$ cat config.mk
export PLATFORM = sky130hd
export DESIGN_NAME = deque_with_search
export DESIGN_NICKNAME = d
export VERILOG_FILES = /design/src/rtl/dws_pkg.sv /design/src/rtl/dws_ram.sv /design/src/rtl/dws_seq.sv /design/src/rtl/deque_with_search.sv
export SDC_FILE = /design/constraint.sdc
export NUM_CORES = 1
export LEC_CHECK = 0
export BUFFER_PORTS_ARGS = -buffer_cell sky130_fd_sc_hd__buf_4
export CAP_MARGIN = 30
export CORE_MARGIN = 2
export CORE_UTILIZATION = 40
export DETAILED_ROUTE_END_ITERATION = 10
export PLACE_DENSITY_LB_ADDON = 0.1
export SYNTH_ARGS = -nofsm -noshare
export SYNTH_HDL_FRONTEND = slang
export SYNTH_SLANG_ARGS = --single-unit
$ cat constraint.sdc
create_clock -name clk_i -period 6.1 [get_ports clk_i]
set_input_delay 0.305 -clock clk_i [delete_from_list [all_inputs] [get_ports clk_i]]
set_output_delay 0.305 -clock clk_i [all_outputs]
set_load 0.02 [all_outputs]
$ cat src/rtl/dws_pkg.sv
// shared types and constants for the double-ended queue with search
`default_nettype none

package dws_pkg;

  // fixed widths of the stream fields
  localparam int unsigned OP_W     = 3;
  localparam int unsigned VALUE_W  = 32;
  localparam int unsigned STAT_W   = 2;
  localparam int unsigned TOTAL_W  = 5;
  localparam int unsigned OUT_TDATA_W = 104;

  typedef enum logic [OP_W-1:0] {
    OP_PUSH_FRONT = 3'd0,
    OP_PUSH_BACK  = 3'd1,
    OP_POP_FRONT  = 3'd2,
    OP_POP_BACK   = 3'd3,
    OP_FIND       = 3'd4,
    OP_REMOVE     = 3'd5,
    OP_DUMP       = 3'd6
  } op_e;

  typedef enum logic [STAT_W-1:0] {
    ST_OK        = 2'd0,
    ST_EMPTY     = 2'd1,
    ST_FULL      = 2'd2,
    ST_NOT_FOUND = 2'd3
  } status_e;

  // one result as handed from the sequencer to the output register
  typedef struct packed {
    status_e              status;
    logic [VALUE_W-1:0]   result_value;
    logic [TOTAL_W-1:0]   item_total;
    logic [VALUE_W-1:0]   front_value;
    logic [VALUE_W-1:0]   back_value;
    logic                 run_end;
  } res_t;

endpackage

`default_nettype wire

$ cat src/rtl/dws_ram.sv
// generic single-write, single-read ram with registered read data
`default_nettype none

module dws_ram #(
  parameter int unsigned WIDTH = 32,
  parameter int unsigned DEPTH = 16
) (
  input  wire logic                     clk_i,
  input  wire logic                     we_i,
  input  wire logic [$clog2(DEPTH)-1:0] waddr_i,
  input  wire logic [WIDTH-1:0]         wdata_i,
  input  wire logic                     re_i,
  input  wire logic [$clog2(DEPTH)-1:0] raddr_i,
  output logic      [WIDTH-1:0]         rdata_o
);

  logic [WIDTH-1:0] mem_q [DEPTH];

  always_ff @(posedge clk_i) begin
    if (we_i) begin
      mem_q[waddr_i] <= wdata_i;
    end
    if (re_i) begin
      rdata_o <= mem_q[raddr_i];
    end
  end

endmodule

`default_nettype wire

$ cat src/rtl/dws_seq.sv
// request sequencer: ring pointers, shared slot adder and compare, scan and shift walks
`default_nettype none

module dws_seq #(
  parameter int unsigned DEPTH      = 16,
  parameter int unsigned DATA_WIDTH = 32
) (
  input  wire logic                     clk_i,
  input  wire logic                     rst_ni,
  input  wire logic                     in_valid_i,
  output logic                          in_ready_o,
  input  wire dws_pkg::op_e             in_op_i,
  input  wire logic [DATA_WIDTH-1:0]    in_key_i,
  input  wire logic                     out_free_i,
  output logic                          res_valid_o,
  output dws_pkg::res_t                 res_o,
  output logic                          mem_we_o,
  output logic [$clog2(DEPTH)-1:0]      mem_waddr_o,
  output logic [DATA_WIDTH-1:0]         mem_wdata_o,
  output logic                          mem_re_o,
  output logic [$clog2(DEPTH)-1:0]      mem_raddr_o,
  input  wire logic [DATA_WIDTH-1:0]    mem_rdata_i
);

  localparam int unsigned IDX_W = $clog2(DEPTH);
  localparam int unsigned CNT_W = $clog2(DEPTH + 1);
  localparam logic [IDX_W:0]   DEPTH_X  = (IDX_W + 1)'(DEPTH);
  localparam logic [CNT_W-1:0] CNT_FULL = CNT_W'(DEPTH);
  localparam logic [IDX_W-1:0] LAST_IDX = IDX_W'(DEPTH - 1);

  typedef enum logic [3:0] {
    S_IDLE,
    S_EXEC,
    S_SCAN_RD,
    S_SCAN_CMP,
    S_SHIFT_CHK,
    S_SHIFT_RD,
    S_SHIFT_WR,
    S_REF_F,
    S_REF_B,
    S_REF_E,
    S_EMIT
  } state_e;

  state_e                 state_q, state_d;
  dws_pkg::op_e           op_q, op_d;
  logic [DATA_WIDTH-1:0]  key_q, key_d;
  logic [IDX_W-1:0]       front_q, front_d;
  logic [CNT_W-1:0]       count_q, count_d;
  logic [CNT_W-1:0]       k_q, k_d;
  logic [DATA_WIDTH-1:0]  front_val_q, front_val_d;
  logic [DATA_WIDTH-1:0]  back_val_q, back_val_d;
  dws_pkg::status_e       st_q, st_d;
  logic [DATA_WIDTH-1:0]  rv_q, rv_d;

  // shared slot adder: ring position of the entry at offset off from the front
  logic [CNT_W-1:0]       off;
  logic [IDX_W:0]         sum;
  logic [IDX_W:0]         wrapped;
  logic [IDX_W-1:0]       slot;
  logic [IDX_W-1:0]       new_front;
  logic [CNT_W-1:0]       k_inc;
  logic                   hit;

  dws_pkg::status_e       res_st;
  logic [DATA_WIDTH-1:0]  res_rv;
  logic                   res_last;

  assign sum     = {1'b0, front_q} + {1'b0, off[IDX_W-1:0]};
  assign wrapped = (sum >= DEPTH_X) ? (sum - DEPTH_X) : sum;
  assign slot    = wrapped[IDX_W-1:0];

  assign new_front = (front_q == '0) ? LAST_IDX : (front_q - IDX_W'(1));
  assign k_inc     = k_q + CNT_W'(1);
  assign hit       = (mem_rdata_i == key_q);

  always_comb begin
    state_d     = state_q;
    op_d        = op_q;
    key_d       = key_q;
    front_d     = front_q;
    count_d     = count_q;
    k_d         = k_q;
    front_val_d = front_val_q;
    back_val_d  = back_val_q;
    st_d        = st_q;
    rv_d        = rv_q;
    in_ready_o  = 1'b0;
    mem_we_o    = 1'b0;
    mem_re_o    = 1'b0;
    off         = k_q;
    mem_waddr_o = slot;
    mem_raddr_o = slot;
    mem_wdata_o = key_q;
    res_valid_o = 1'b0;
    res_st      = st_q;
    res_rv      = rv_q;
    res_last    = 1'b1;

    case (state_q)
      S_IDLE: begin
        in_ready_o = 1'b1;
        if (in_valid_i) begin
          op_d    = in_op_i;
          key_d   = in_key_i;
          k_d     = '0;
          rv_d    = '0;
          st_d    = dws_pkg::ST_OK;
          state_d = S_EXEC;
        end
      end

      S_EXEC: begin
        state_d = S_EMIT;
        case (op_q)
          dws_pkg::OP_PUSH_FRONT: begin
            if (count_q == CNT_FULL) begin
              st_d = dws_pkg::ST_FULL;
            end else begin
              mem_we_o    = 1'b1;
              mem_waddr_o = new_front;
              front_d     = new_front;
              count_d     = count_q + CNT_W'(1);
              front_val_d = key_q;
              if (count_q == '0) begin
                back_val_d = key_q;
              end
            end
          end
          dws_pkg::OP_PUSH_BACK: begin
            off = count_q;
            if (count_q == CNT_FULL) begin
              st_d = dws_pkg::ST_FULL;
            end else begin
              mem_we_o   = 1'b1;
              count_d    = count_q + CNT_W'(1);
              back_val_d = key_q;
              if (count_q == '0) begin
                front_val_d = key_q;
              end
            end
          end
          dws_pkg::OP_POP_FRONT: begin
            off = CNT_W'(1);
            if (count_q == '0) begin
              st_d = dws_pkg::ST_EMPTY;
            end else begin
              rv_d    = front_val_q;
              front_d = slot;
              count_d = count_q - CNT_W'(1);
              state_d = S_REF_F;
            end
          end
          dws_pkg::OP_POP_BACK: begin
            if (count_q == '0) begin
              st_d = dws_pkg::ST_EMPTY;
            end else begin
              rv_d    = back_val_q;
              count_d = count_q - CNT_W'(1);
              state_d = S_REF_F;
            end
          end
          dws_pkg::OP_FIND, dws_pkg::OP_REMOVE: begin
            state_d = S_SCAN_RD;
          end
          dws_pkg::OP_DUMP: begin
            if (count_q == '0) begin
              st_d = dws_pkg::ST_EMPTY;
            end else begin
              state_d = S_SCAN_RD;
            end
          end
          default: begin
            state_d = S_EMIT;
          end
        endcase
      end

      S_SCAN_RD: begin
        if (k_q == count_q) begin
          st_d    = dws_pkg::ST_NOT_FOUND;
          state_d = S_EMIT;
        end else begin
          mem_re_o = 1'b1;
          state_d  = S_SCAN_CMP;
        end
      end

      S_SCAN_CMP: begin
        if (op_q == dws_pkg::OP_DUMP) begin
          // read data holds while the output register is busy
          if (out_free_i) begin
            res_valid_o = 1'b1;
            res_st      = dws_pkg::ST_OK;
            res_rv      = mem_rdata_i;
            res_last    = (k_inc == count_q);
            k_d         = k_inc;
            state_d     = (k_inc == count_q) ? S_IDLE : S_SCAN_RD;
          end
        end else if (hit) begin
          if (op_q == dws_pkg::OP_FIND) begin
            rv_d    = mem_rdata_i;
            state_d = S_EMIT;
          end else begin
            state_d = S_SHIFT_CHK;
          end
        end else begin
          k_d     = k_inc;
          state_d = S_SCAN_RD;
        end
      end

      S_SHIFT_CHK: begin
        if (k_inc < count_q) begin
          state_d = S_SHIFT_RD;
        end else begin
          count_d = count_q - CNT_W'(1);
          state_d = S_REF_F;
        end
      end

      S_SHIFT_RD: begin
        off      = k_inc;
        mem_re_o = 1'b1;
        state_d  = S_SHIFT_WR;
      end

      S_SHIFT_WR: begin
        // close the gap: entry k takes the one behind it
        mem_we_o    = 1'b1;
        mem_wdata_o = mem_rdata_i;
        k_d         = k_inc;
        state_d     = S_SHIFT_CHK;
      end

      S_REF_F: begin
        off = '0;
        if (count_q == '0) begin
          state_d = S_EMIT;
        end else begin
          mem_re_o = 1'b1;
          state_d  = S_REF_B;
        end
      end

      S_REF_B: begin
        front_val_d = mem_rdata_i;
        off         = count_q - CNT_W'(1);
        mem_re_o    = 1'b1;
        state_d     = S_REF_E;
      end

      S_REF_E: begin
        back_val_d = mem_rdata_i;
        state_d    = S_EMIT;
      end

      S_EMIT: begin
        if (out_free_i) begin
          res_valid_o = 1'b1;
          state_d     = S_IDLE;
        end
      end

      default: begin
        state_d = S_IDLE;
      end
    endcase
  end

  always_comb begin
    res_o.status       = res_st;
    res_o.result_value = dws_pkg::VALUE_W'(res_rv);
    res_o.item_total   = dws_pkg::TOTAL_W'(count_q);
    res_o.front_value  = (count_q != '0) ? dws_pkg::VALUE_W'(front_val_q) : '0;
    res_o.back_value   = (count_q != '0) ? dws_pkg::VALUE_W'(back_val_q) : '0;
    res_o.run_end      = res_last;
  end

  always_ff @(posedge clk_i or negedge rst_ni) begin
    if (!rst_ni) begin
      state_q <= S_IDLE;
      front_q <= '0;
      count_q <= '0;
    end else begin
      state_q <= state_d;
      front_q <= front_d;
      count_q <= count_d;
    end
  end

  always_ff @(posedge clk_i) begin
    op_q        <= op_d;
    key_q       <= key_d;
    k_q         <= k_d;
    front_val_q <= front_val_d;
    back_val_q  <= back_val_d;
    st_q        <= st_d;
    rv_q        <= rv_d;
  end

endmodule

`default_nettype wire

$ cat src/rtl/deque_with_search.sv
// double-ended queue with key search: push and pop at either end, find and remove walk the
// entries from the front, a remove closes the gap by moving each later entry one place toward
// the front, and a dump streams every entry; one ram and the scan sequencer serve all of these.
// one request is in work at a time; a result waits in the output register while the next
// request is taken. reset clears pointers, count and valid flags, ring contents stay as
// they are and are never read before being written
`default_nettype none

module deque_with_search #(
  parameter int unsigned DEPTH      = 16,
  parameter int unsigned DATA_WIDTH = 32
) (
  input  wire logic         clk_i,
  input  wire logic         rst_ni,
  input  wire logic         s_axis_tvalid,
  output logic              s_axis_tready,
  input  wire logic [31:0]  s_axis_tdata,   // value
  input  wire logic [2:0]   s_axis_tuser,   // op
  output logic              m_axis_tvalid,
  input  wire logic         m_axis_tready,
  output logic [103:0]      m_axis_tdata,   // result_value, item_total, front_value,
                                            // back_value, zero fill
  output logic [1:0]        m_axis_tuser,   // status
  output logic              m_axis_tlast    // run_end
);

  localparam int unsigned AW = $clog2(DEPTH);

  logic                   out_free;
  logic                   res_valid;
  dws_pkg::res_t          res;
  logic                   mem_we;
  logic [AW-1:0]          mem_waddr;
  logic [DATA_WIDTH-1:0]  mem_wdata;
  logic                   mem_re;
  logic [AW-1:0]          mem_raddr;
  logic [DATA_WIDTH-1:0]  mem_rdata;

  logic                   out_valid_q, out_valid_d;
  dws_pkg::res_t          out_res_q;

  dws_seq #(
    .DEPTH      (DEPTH),
    .DATA_WIDTH (DATA_WIDTH)
  ) u_seq (
    .clk_i       (clk_i),
    .rst_ni      (rst_ni),
    .in_valid_i  (s_axis_tvalid),
    .in_ready_o  (s_axis_tready),
    .in_op_i     (dws_pkg::op_e'(s_axis_tuser)),
    .in_key_i    (DATA_WIDTH'(s_axis_tdata)),
    .out_free_i  (out_free),
    .res_valid_o (res_valid),
    .res_o       (res),
    .mem_we_o    (mem_we),
    .mem_waddr_o (mem_waddr),
    .mem_wdata_o (mem_wdata),
    .mem_re_o    (mem_re),
    .mem_raddr_o (mem_raddr),
    .mem_rdata_i (mem_rdata)
  );

  dws_ram #(
    .WIDTH (DATA_WIDTH),
    .DEPTH (DEPTH)
  ) u_ring (
    .clk_i   (clk_i),
    .we_i    (mem_we),
    .waddr_i (mem_waddr),
    .wdata_i (mem_wdata),
    .re_i    (mem_re),
    .raddr_i (mem_raddr),
    .rdata_o (mem_rdata)
  );

  // output register frees when empty or when its transfer completes
  assign out_free = !out_valid_q || m_axis_tready;

  always_comb begin
    out_valid_d = out_valid_q;
    if (res_valid) begin
      out_valid_d = 1'b1;
    end else if (m_axis_tready) begin
      out_valid_d = 1'b0;
    end
  end

  always_ff @(posedge clk_i or negedge rst_ni) begin
    if (!rst_ni) begin
      out_valid_q <= 1'b0;
    end else begin
      out_valid_q <= out_valid_d;
    end
  end

  always_ff @(posedge clk_i) begin
    if (res_valid) begin
      out_res_q <= res;
    end
  end

  assign m_axis_tvalid = out_valid_q;
  assign m_axis_tuser  = out_res_q.status;
  assign m_axis_tlast  = out_res_q.run_end;
  assign m_axis_tdata  = {3'b000, out_res_q.back_value, out_res_q.front_value,
                          out_res_q.item_total, out_res_q.result_value};

endmodule

`default_nettype wire
# ---- Word-level counts from Yosys, hierarchy flattened
# Memory sizes are Yosys's and may differ from the RTL's. A register that Yosys moved wholly into a read port is not among the register bits.
# Cells that the tools add are included.
dict set report totals {
  n_memories 1
  mem_bits_rw 512
  register_bits 256
  in_bits 39
}
dict set report classes {
  n_reduce_logical 30
  mux 76
  n_addsub 6
  order_cmp 2
  eq_ne 45
}
# name depth width rd rd_clocked_by_memory_dff wr line_no
set mem_list {}
lappend mem_list {u_ring.mem_q 16 32 1 1 1 dws_ram.sv:17} ;# logic [WIDTH-1:0] mem_q [DEPTH];
# cell count
set ops {}
lappend ops {{$mux 32} 13}
lappend ops {{$pmux 32 s2} 5}
lappend ops {{$pmux 32 s3} 1}
lappend ops {{$mux 4} 16}
lappend ops {{$pmux 4 s11} 1}
lappend ops {{$ne 3x3->1 const B} 12}
lappend ops {{$mux 5} 7}
lappend ops {{$eq 32x32->1} 1}
lappend ops {{$mux 2} 10}
lappend ops {{$pmux 5 s2} 2}
lappend ops {{$eq 4x3->1 const B} 4}
lappend ops {{$pmux 4 s2} 2}
lappend ops {{$pmux 4 s4} 1}
lappend ops {{$pmux 5 s3} 1}
lappend ops {{$reduce_and 5->1} 3}
lappend ops {{$eq 4x4->1 const B} 3}
lappend ops {{$ne 2x2->1 const B} 6}
lappend ops {{$ne 3x2->1 const B} 4}
lappend ops {{$pmux 4 s3} 1}
lappend ops {{$mux 1} 11}
lappend ops {{$add 5x1->5 const B} 2}
lappend ops {{$eq 5x5->1} 2}
lappend ops {{$reduce_bool 2->1} 5}
lappend ops {{$eq 3x3->1 const B} 3}
lappend ops {{29 further kinds} 43}

# ---- Logic depth before layout (Yosys ltp)
# Gate-level depths: netlist of run 1.
dict set report logic_depth {
  ltp_word 9
  depth_mapped 16
  depth_no_buf 13
}

# ---- Cells and area by module
# Synthesis of run 1 repeated with hierarchy kept, for this count alone.
dict set report hier_totals {
  cells_unflattened 1715
  area_unflattened_um2 32416.1
}
# mod cells_per_inst area_per_inst_um2 n_inst
set by_module_without_submodules {}
lappend by_module_without_submodules {dws_ram 838 20155.6 1}
lappend by_module_without_submodules {dws_seq 766 9063.7 1}
lappend by_module_without_submodules {deque_with_search 111 3196.8 1}

# ---- Least setup slack after synthesis of run 1
# OpenSTA, ideal clock, no wires.
dict set report synth_timing {
  path_kind {register -> register}
  from {register u_seq.op_q[2]}
  to {register out_res_q, in the netlist m_axis_tdata[0] (enable)}
  t_arrival_ns 5.528
  stages_incl_launch_ff 7
  setup_ns 0.568
  path_buffers 1
  slack_ns 0.004
  t_required_ns 5.532
  path_cell_list {edfxtp_1 > clkbuf_1 > nor2b_1 > nand2_1 > o21ai_0 > nand3b_1 > nor2_1}
}
dict set report synth_between {
  elab_chain_len 3
}
# item line_no
set synth_lines {}
lappend synth_lines {{start: declaration} dws_seq.sv:46} ;# dws_pkg::op_e op_q, op_d;
lappend synth_lines {{start signal: assignment} dws_seq.sv:293} ;# op_q <= op_d;
lappend synth_lines {{$eq 3x3->1} dws_seq.sv:190} ;# if (op_q == dws_pkg::OP_DUMP) begin
lappend synth_lines {{$mux 1} dws_seq.sv:190}
lappend synth_lines {{$pmux 1 s2} dws_seq.sv:100} ;# case (state_q)
lappend synth_lines {{end signal: assignment} deque_with_search.sv:98} ;# out_res_q <= res;
lappend synth_lines {{end: declaration} deque_with_search.sv:40} ;# dws_pkg::res_t out_res_q;
# Every way passes these cells.
# A chain may end at the register's enable or synchronous reset.

# ---- Worst setup path after layout of run 1
dict set report layout_timing {
  from {register u_seq.state_q[0]}
  to {memory u_ring.mem_q[4][10] (enable)}
}
dict set report layout_between {
  elab_chain_len 8
  elab_cells_between_ends 16
}
# item line_no
set layout_lines {}
lappend layout_lines {{start: declaration} dws_seq.sv:45} ;# state_e state_q, state_d;
lappend layout_lines {{start signal: assignment} dws_seq.sv:286} ;# state_q <= state_d;
lappend layout_lines {{$eq 4x4->1 (tied with other cells)} dws_seq.sv:100}
lappend layout_lines {{$pmux 4 s4} dws_seq.sv:100}
lappend layout_lines {{$add 4x4->5} dws_seq.sv:69} ;# assign sum = {1'b0, front_q} + {1'b0, off[IDX_W-1:0]};
lappend layout_lines {{$sub 4x1->4 or $ge 5x5->1 (tied branches)} dws_seq.sv:70} ;# assign wrapped = (sum >= DEPTH_X) ? (sum - DEPTH_X) : sum;
lappend layout_lines {{$mux 4} dws_seq.sv:70}
lappend layout_lines {{$mux 4} dws_seq.sv:117} ;# if (count_q == CNT_FULL) begin
lappend layout_lines {{$mux 4} dws_seq.sv:115} ;# case (op_q)
lappend layout_lines {{$mux 4} dws_seq.sv:100}
lappend layout_lines {{end: declaration} dws_ram.sv:17}
# Parallel ways exist; a longest one is shown, timed or not.

==> qor.csv, run 1 <==
metric,value,unit
outcome,"finished, final reports clean",
synth-compound-area-share,2.39,%
gr-total-overflow,0,
antenna_found_initial,1,
crit_chain,nand2b_1 > or4_1 > and2_1 > a221o_1 > ha_1 > a21o_1 > a21oi_1 > xnor2_1 > nor3_2 > o21ai_0 > buf_4 > a21oi_4 > buf_4,
crit_family,compound AO/OA/AOI/OAI gates,
critPathKind,register to register,
wl_per_cell,25.9,µm
drt-total-wl,81.3,mm
die_area,84100,µm²
place.gp.congestion,0.874,
grt_usage,19.3,%
r2r_slack,1.13,ns
required,6.38,ns
final_core_util,47.8,%
grt_pass1_wl,120,mm
regArea,24000,µm²
die_w,290,µm
io_pins,148,
ir_worst_vdd,0.957,mV
synth_top_family_by_area,multiplexers,
num_rows,104,
synth-xor-area-share,1.34,%
drc,0,
drive_gt1_share,27.7,%
numCtsBuffers,86,
ys_async_sr_fraction,1.75,%
areaGrowthSynthToFinish,18.1,%
p_per_area,607,nW/µm²
syn_inst,1790,
h-tree-depth,3,
grt_pass1_vias,17400,
critPathBufInv,2,
cap_violations,0,
clk_pin_slew,0.06,ns
routed_via_density,5.39,
ys_top_cells_by_area,"edfxtp_1, mux4_2, mux2i_1",
ant_nets,0,
detail_route.first_pass.iterations,6,
synth_seq_cells,800,
via_count,17000,
p_leak,13.0,nW
cts_tree,done,
reg2reg_to,u_ring.mem_q[4][10]$_DFFE_PP_,
fp.dieH,290,µm
total_power,23.4,mW
layout.nets,2073,
worstPathArrival,5.25,ns
synth_fa_ha_area_share,0.558,%
synthMuxAreaShare,16.1,%
fp.coreArea,80800,µm²
hold_path_class,input pin to asynchronous set/reset pin,
diodes,0,
synth-simple-area-share,4.99,%
rr_startpoint,u_seq.state_q[0]$_DFFE_PN0P_,
synth_area_leader_cell,edfxtp_1,
period_share,81.5,%
worst_slew_pin_slew,0.997,ns
dp_hpwl,51.0,mm
synth.distinct_cells,63,
avgSynthCellArea,18.3,µm²
synth_top_cell_area_share,72.1,%
max_stage_delay,0.83,ns
slew_violations,0,
cp_slowest_cell,dfrtp_1,
path_common_cell,buf_4,
tns,0,ns
port_buffers,144,
synthFlopType,edfxtp_1,
cts.sinks,800,
initial_core_util,40.5,%
max_slew_margin,33.2,%
cts_root_buf,clkbuf_16,
grt_max_degree,105,
fmax,201,MHz
syn_area,32700,µm²
start_kind,register,
cts_buffer_depth,3,
setup_viol,0,
synth_edf_count,786,
multiInputGateArea,8600,µm²
worst_r2r_path_depth,13,
cp-end-kind,register,
finalHoldViolCount,0,
clk_latency,0.64,ns
min_period,4.97,ns
path_max_fanout,23,
postCtsSetupBuffers,0,
fillers,6799,
fin_skew,0.0216,ns
drtIter0Drc,1361,
rsz0062_at_grt,no,
ys_seq_area_share,73.2,%
yosysWarnings,0,
-- placed cells by master, fill, tap and decap left out, drive strengths merged, types with 54 or more instances in the layout --
cell,n
buf,195
clkbuf,107
mux2i,130
and2,69
nand2,150
edfxtp,786
o21ai,54
mux2,97
mux4,128
-- metal layers --
| layer | global-route usage, % | vias to the layer above | part of all wire [%] |
|---|---|---|---|
| met1 | 27.8 | 8891 | 46 |
| met2 | 30.6 | 440 | 47 |
| met4 | 5.69 | 0 | 2.7 |
| met3 | 2.73 | 123 | 3.7 |
| li1 | - | 7510 | - |
| met5 | 0 | - | 0 |
-- what timing repair did --
item / 4_1_cts / 5_1_grt
endpoints found under the setup margin: 0 / 0
hold buffers: 36 / 0
hold endpoints to repair: 49 / 0
gates resized for setup: 0 / 0
-- power breakdown --
group          switching, mW  total (mW)  internal (mW)
Clock                   2.11        4.97           2.86
Sequential             0.662        8.08           7.42
Combinational           5.90        10.4           4.50
Total                   8.67        23.4           14.8
-- synth_stat cells (3+ instances only) --
cell type    n
edfxtp_1   786
nand2_1    150
mux2i_1    130
mux4_2     128
mux2_2      96
and2_1      69
clkbuf_1    60
o21ai_0     54
xnor2_1     45
nor2_1      44
a21oi_1     31
buf_2       16
inv_1       15
dfrtp_1     14
ha_1        13
nand2b_1    12
nand4_1     11
nor2b_1     11
buf_1        9
a31oi_1      7
nand3_1      7
nor3_1       7
o21a_1       6
xor2_1       5
and3_1       4
o221ai_1     4
buf_4        3
buf_6        3
nor3b_1      3
o22ai_1      3
-- state kept, by name, summed over array words and instances (netlist names), 32 cells and up --
name,cells
u_seq.rv_q,32
u_seq.front_val_q,32
u_seq.key_q,32
u_ring.mem_q,512
m_axis_tdata,101
u_ring.rdata_o,32
u_seq.back_val_q,32
-- layout make-up --
type | count | share of cell area, %
tap | 1060 | 3.43
inverter | 15 | 0.146
multi-input combinational | 886 | 22.3
timing repair buffer | 231 | 5.25
sequential | 800 | 62.0
clock buffer | 107 | 5.99
clock inverter | 47 | 0.910
-- worst max-delay path by stage --
stage | from | end | slack (ns) | cells after the start
final | u_seq.state_q[0]$_DFFE_PN0P_ | u_ring.mem_q[4][10]$_DFFE_PP_ | 1.13 | 13
after floorplan | u_seq.op_q[2]$_DFFE_PP_ | m_axis_tdata[0]$_DFFE_PP_ | 0.004 | 6
after detailed placement | u_seq.state_q[0]$_DFFE_PN0P_ | u_ring.mem_q[12][12]$_DFFE_PP_ | 1.15 | 12
after CTS | u_seq.state_q[0]$_DFFE_PN0P_ | u_ring.mem_q[12][14]$_DFFE_PP_ | 1.09 | 12
after global placement | u_seq.state_q[0]$_DFFE_PN0P_ | u_ring.mem_q[12][8]$_DFFE_PP_ | 1.18 | 11
after global routing | u_seq.state_q[0]$_DFFE_PN0P_ | u_ring.mem_q[4][10]$_DFFE_PP_ | 0.82 | 13
-- cell families after synthesis --
| family | after synthesis |
|---|---|
| AO/OA/AOI/OAI | 130 |
| buffers and inverters | 106 |
| multiplexers | 355 |
| other | 1 |
| XOR/XNOR | 50 |
| flip-flops | 800 |
| adder cells (fa/ha/maj) | 14 |
| AND/OR/NAND/NOR | 334 |
-- stage by stage --
step	setup slack, ns	area [µm²]	cells	hold WS [ns]
2_1_floorplan	0.00365	32700	1792	0.00941
3_3_place_gp	1.18	35500	2949	0.186
3_5_place_dp	1.15	35600	2953	0.182
4_1_cts	1.09	38600	3143	0.0266
5_1_grt	0.824	38600	3146	0.0590
6_report	1.13	38600	3146	0.0802
No activity file was read; power rests on OpenSTA's default activity.
==> run 2, diff against run 1 <==
==> constraint.sdc (replaced) <==
create_clock -name clk_i -period 4.6 [get_ports clk_i]
set_input_delay 0.23 -clock clk_i [delete_from_list [all_inputs] [get_ports clk_i]]
set_output_delay 0.23 -clock clk_i [all_outputs]
set_load 0.02 [all_outputs]
==> run 2 against run 1 <==
  * Routed wire length rose by 0.56%
  * First-iteration DRC count fell by 8.1%
  * Die area unchanged
  * Count of clock-buffer cells in the layout fell by 5
  * Critical path type unchanged
  * Non-clock buffer count rose by 49
  * Utilization increased by 0.56 points
  * Cell area rose by 1.2%
  * Sequential share of layout area down 0.72 points
==> qor.csv, run 2 (synthesis gave the netlist of run 1 again) <==
metric,value,unit
cap_violations,0,
via_count,17000,
pwr-share-comb,46.3,%
postCtsSetupBuffers,0,
gr-total-overflow,0,
setup_viol,0,
detail_route.first_pass.iterations,5,
crit_path_end,u_ring.rdata_o[29]$_DFFE_PP_,
dp_slack,0.235,ns
h-tree-depth,3,
intPower,20.1,mW
ant_nets,0,
routed_via_density,5.33,
max_slew_margin,37.9,%
path_max_fanout,45,
start_kind,register,
finalHoldViolCount,0,
fin_ws,0.195,ns
layout_common_cells,"edfxtp_1, buf_4, nand2_1",
drive_gt1_share,29.3,%
drt-total-wl,81.8,mm
rsz0062_at_grt,no,
place.gp.congestion,0.821,
grt_usage,19.5,%
final_common_cell,edfxtp_1,
die_area,84100,µm²
required,4.93,ns
final_core_util,48.4,%
slew_violations,0,
areaGrowthSynthToFinish,19.5,%
clk_latency,0.65,ns
dp_hpwl,52.7,mm
period_share,95.8,%
antenna_found_initial,1,
dpl_cell_area,36000,µm²
min_period,4.41,ns
startpoint,u_seq.state_q[1]$_DFFE_PN0P_,
top_register,u_ring.mem_q,
layout.nets,2121,
die_w,290,µm
fmax,227,MHz
ir_worst_vdd,0.871,mV
cts.sinks,800,
fin_area,39100,µm²
rr_startpoint,u_seq.state_q[1]$_DFFE_PN0P_,
largest_reg_flops,512,
clock_power_share,20.7,%
wl_per_cell,25.5,µm
drc,0,
numCtsBuffers,85,
fp.coreArea,80800,µm²
drtIter0Drc,1251,
critPathKind,register to register,
power_frac_seq,33.0,%
power.switching,12.0,mW
cts_buffer_depth,3,
worst_slew_pin_slew,0.930,ns
clk_pin_slew,0.06,ns
reg2reg_to,u_ring.rdata_o[29]$_DFFE_PP_,
p_leak,13.3,nW
tns,0,ns
initial_core_util,40.5,%
fp.dieH,290,µm
cp-end-kind,register,
cts_tree,done,
grt_max_degree,70,
cts_root_buf,clkbuf_16,
worst_r2r_path_depth,13,
io_pins,148,
hold_path_class,input pin to register,
num_rows,104,
grt_pass1_wl,121,mm
outcome,"finished, final reports clean",
r2r_slack,0.19,ns
worstPathArrival,4.73,ns
grt_pass1_vias,17600,
switching_share,37.4,%
p_per_area,820,nW/µm²
fin_skew,0.0453,ns
port_buffers,144,
run 2: cell count changes in the layout (fill, tap and decap cells not counted), moves of 3 or more:
cell,delta
dlygate4sd3_1,+3
buf_4,+44
buf_12,+3
clkbuf_16,-5
clkinv_16,+3
run 2: area by class of cell:
cell class | instances | area, µm²
Timing Repair Buffer | 280 | 2420
Clock buffer | 102 | 2190
Fill cell | 6773 | 41700
Inverter | 15 | 56.3
Tap cell | 1060 | 1330
Antenna cell | 2 | 5.00
Multi-Input combinational cell | 886 | 8610
Sequential cell | 800 | 24000
Clock inverter | 56 | 529
run 2: through the flow:
step | hold WS [ns] | std cells | power, mW
after floorplan | -0.0656 | 1792 | 20.0
after global placement | 0.124 | 3000 | 25.7
after detailed placement | 0.120 | 3002 | 25.7
after CTS | 0.0531 | 3199 | 32.5
after global routing | 0.0734 | 3199 | 33.8
final | 0.0864 | 3201 | 32.1
run 2: worst min path at each step:
stage                              from                           end  slack [ns]  depth (start not counted)
final                     s_axis_tvalid  u_seq.state_q[0]$_DFFE_PN0P_        0.09                          3
after global routing      s_axis_tvalid  u_seq.state_q[0]$_DFFE_PN0P_        0.07                          3
after CTS                 s_axis_tvalid  u_seq.state_q[0]$_DFFE_PN0P_        0.05                          3
after detailed placement         rst_ni  u_seq.count_q[4]$_DFFE_PN0P_        0.12                          1
after global placement           rst_ni  u_seq.count_q[1]$_DFFE_PN0P_        0.12                          1
after floorplan                  rst_ni     m_axis_tvalid$_DFFE_PN0P_       -0.07                          0
run 2: power groups by stage:
| stage | Sequential [mW] | Clock, mW | Combinational [mW] |
|---|---|---|---|
| floorplan | 10.6 | 0 | 9.40 |
| global placement | 10.7 | 0 | 14.9 |
| detailed placement | 10.7 | 0 | 15.0 |
| CTS | 10.6 | 6.84 | 15.1 |
| global route | 10.7 | 7.12 | 16.0 |
| finish | 10.6 | 6.64 | 14.8 |
run 2: critical path, stage by stage, from the launching register on:
cell	delay, ns
dfrtp_1	0.39
buf_4	0.19
or4b_1	0.54
nor2_1	0.19
a221o_1	0.21
buf_4	0.12
inv_1	0.04
fa_4	0.82
buf_16	0.26
buf_12	0.24
buf_4	0.22
mux4_2	0.30
mux2i_1	0.30
mux2i_2	0.18
run 2: repair_timing:
item,4_1_cts,5_1_grt
hold buffers,39,0
setup endpoints to repair,0,1
hold endpoints to repair,50,0
gates resized for setup,0,2
run 2: layer usage:
layer / up-vias / part of all wire [%] / global-route usage [%] / wire length [µm]
met1: 8867 / 46 / 28.1 / 37200
met4: 0 / 2.2 / 5.61 / 1830
li1: 7598 / - / - / -
met5: - / 0 / 0 / 0
met2: 479 / 47 / 30.6 / 38600
met3: 103 / 5.1 / 3.35 / 4140
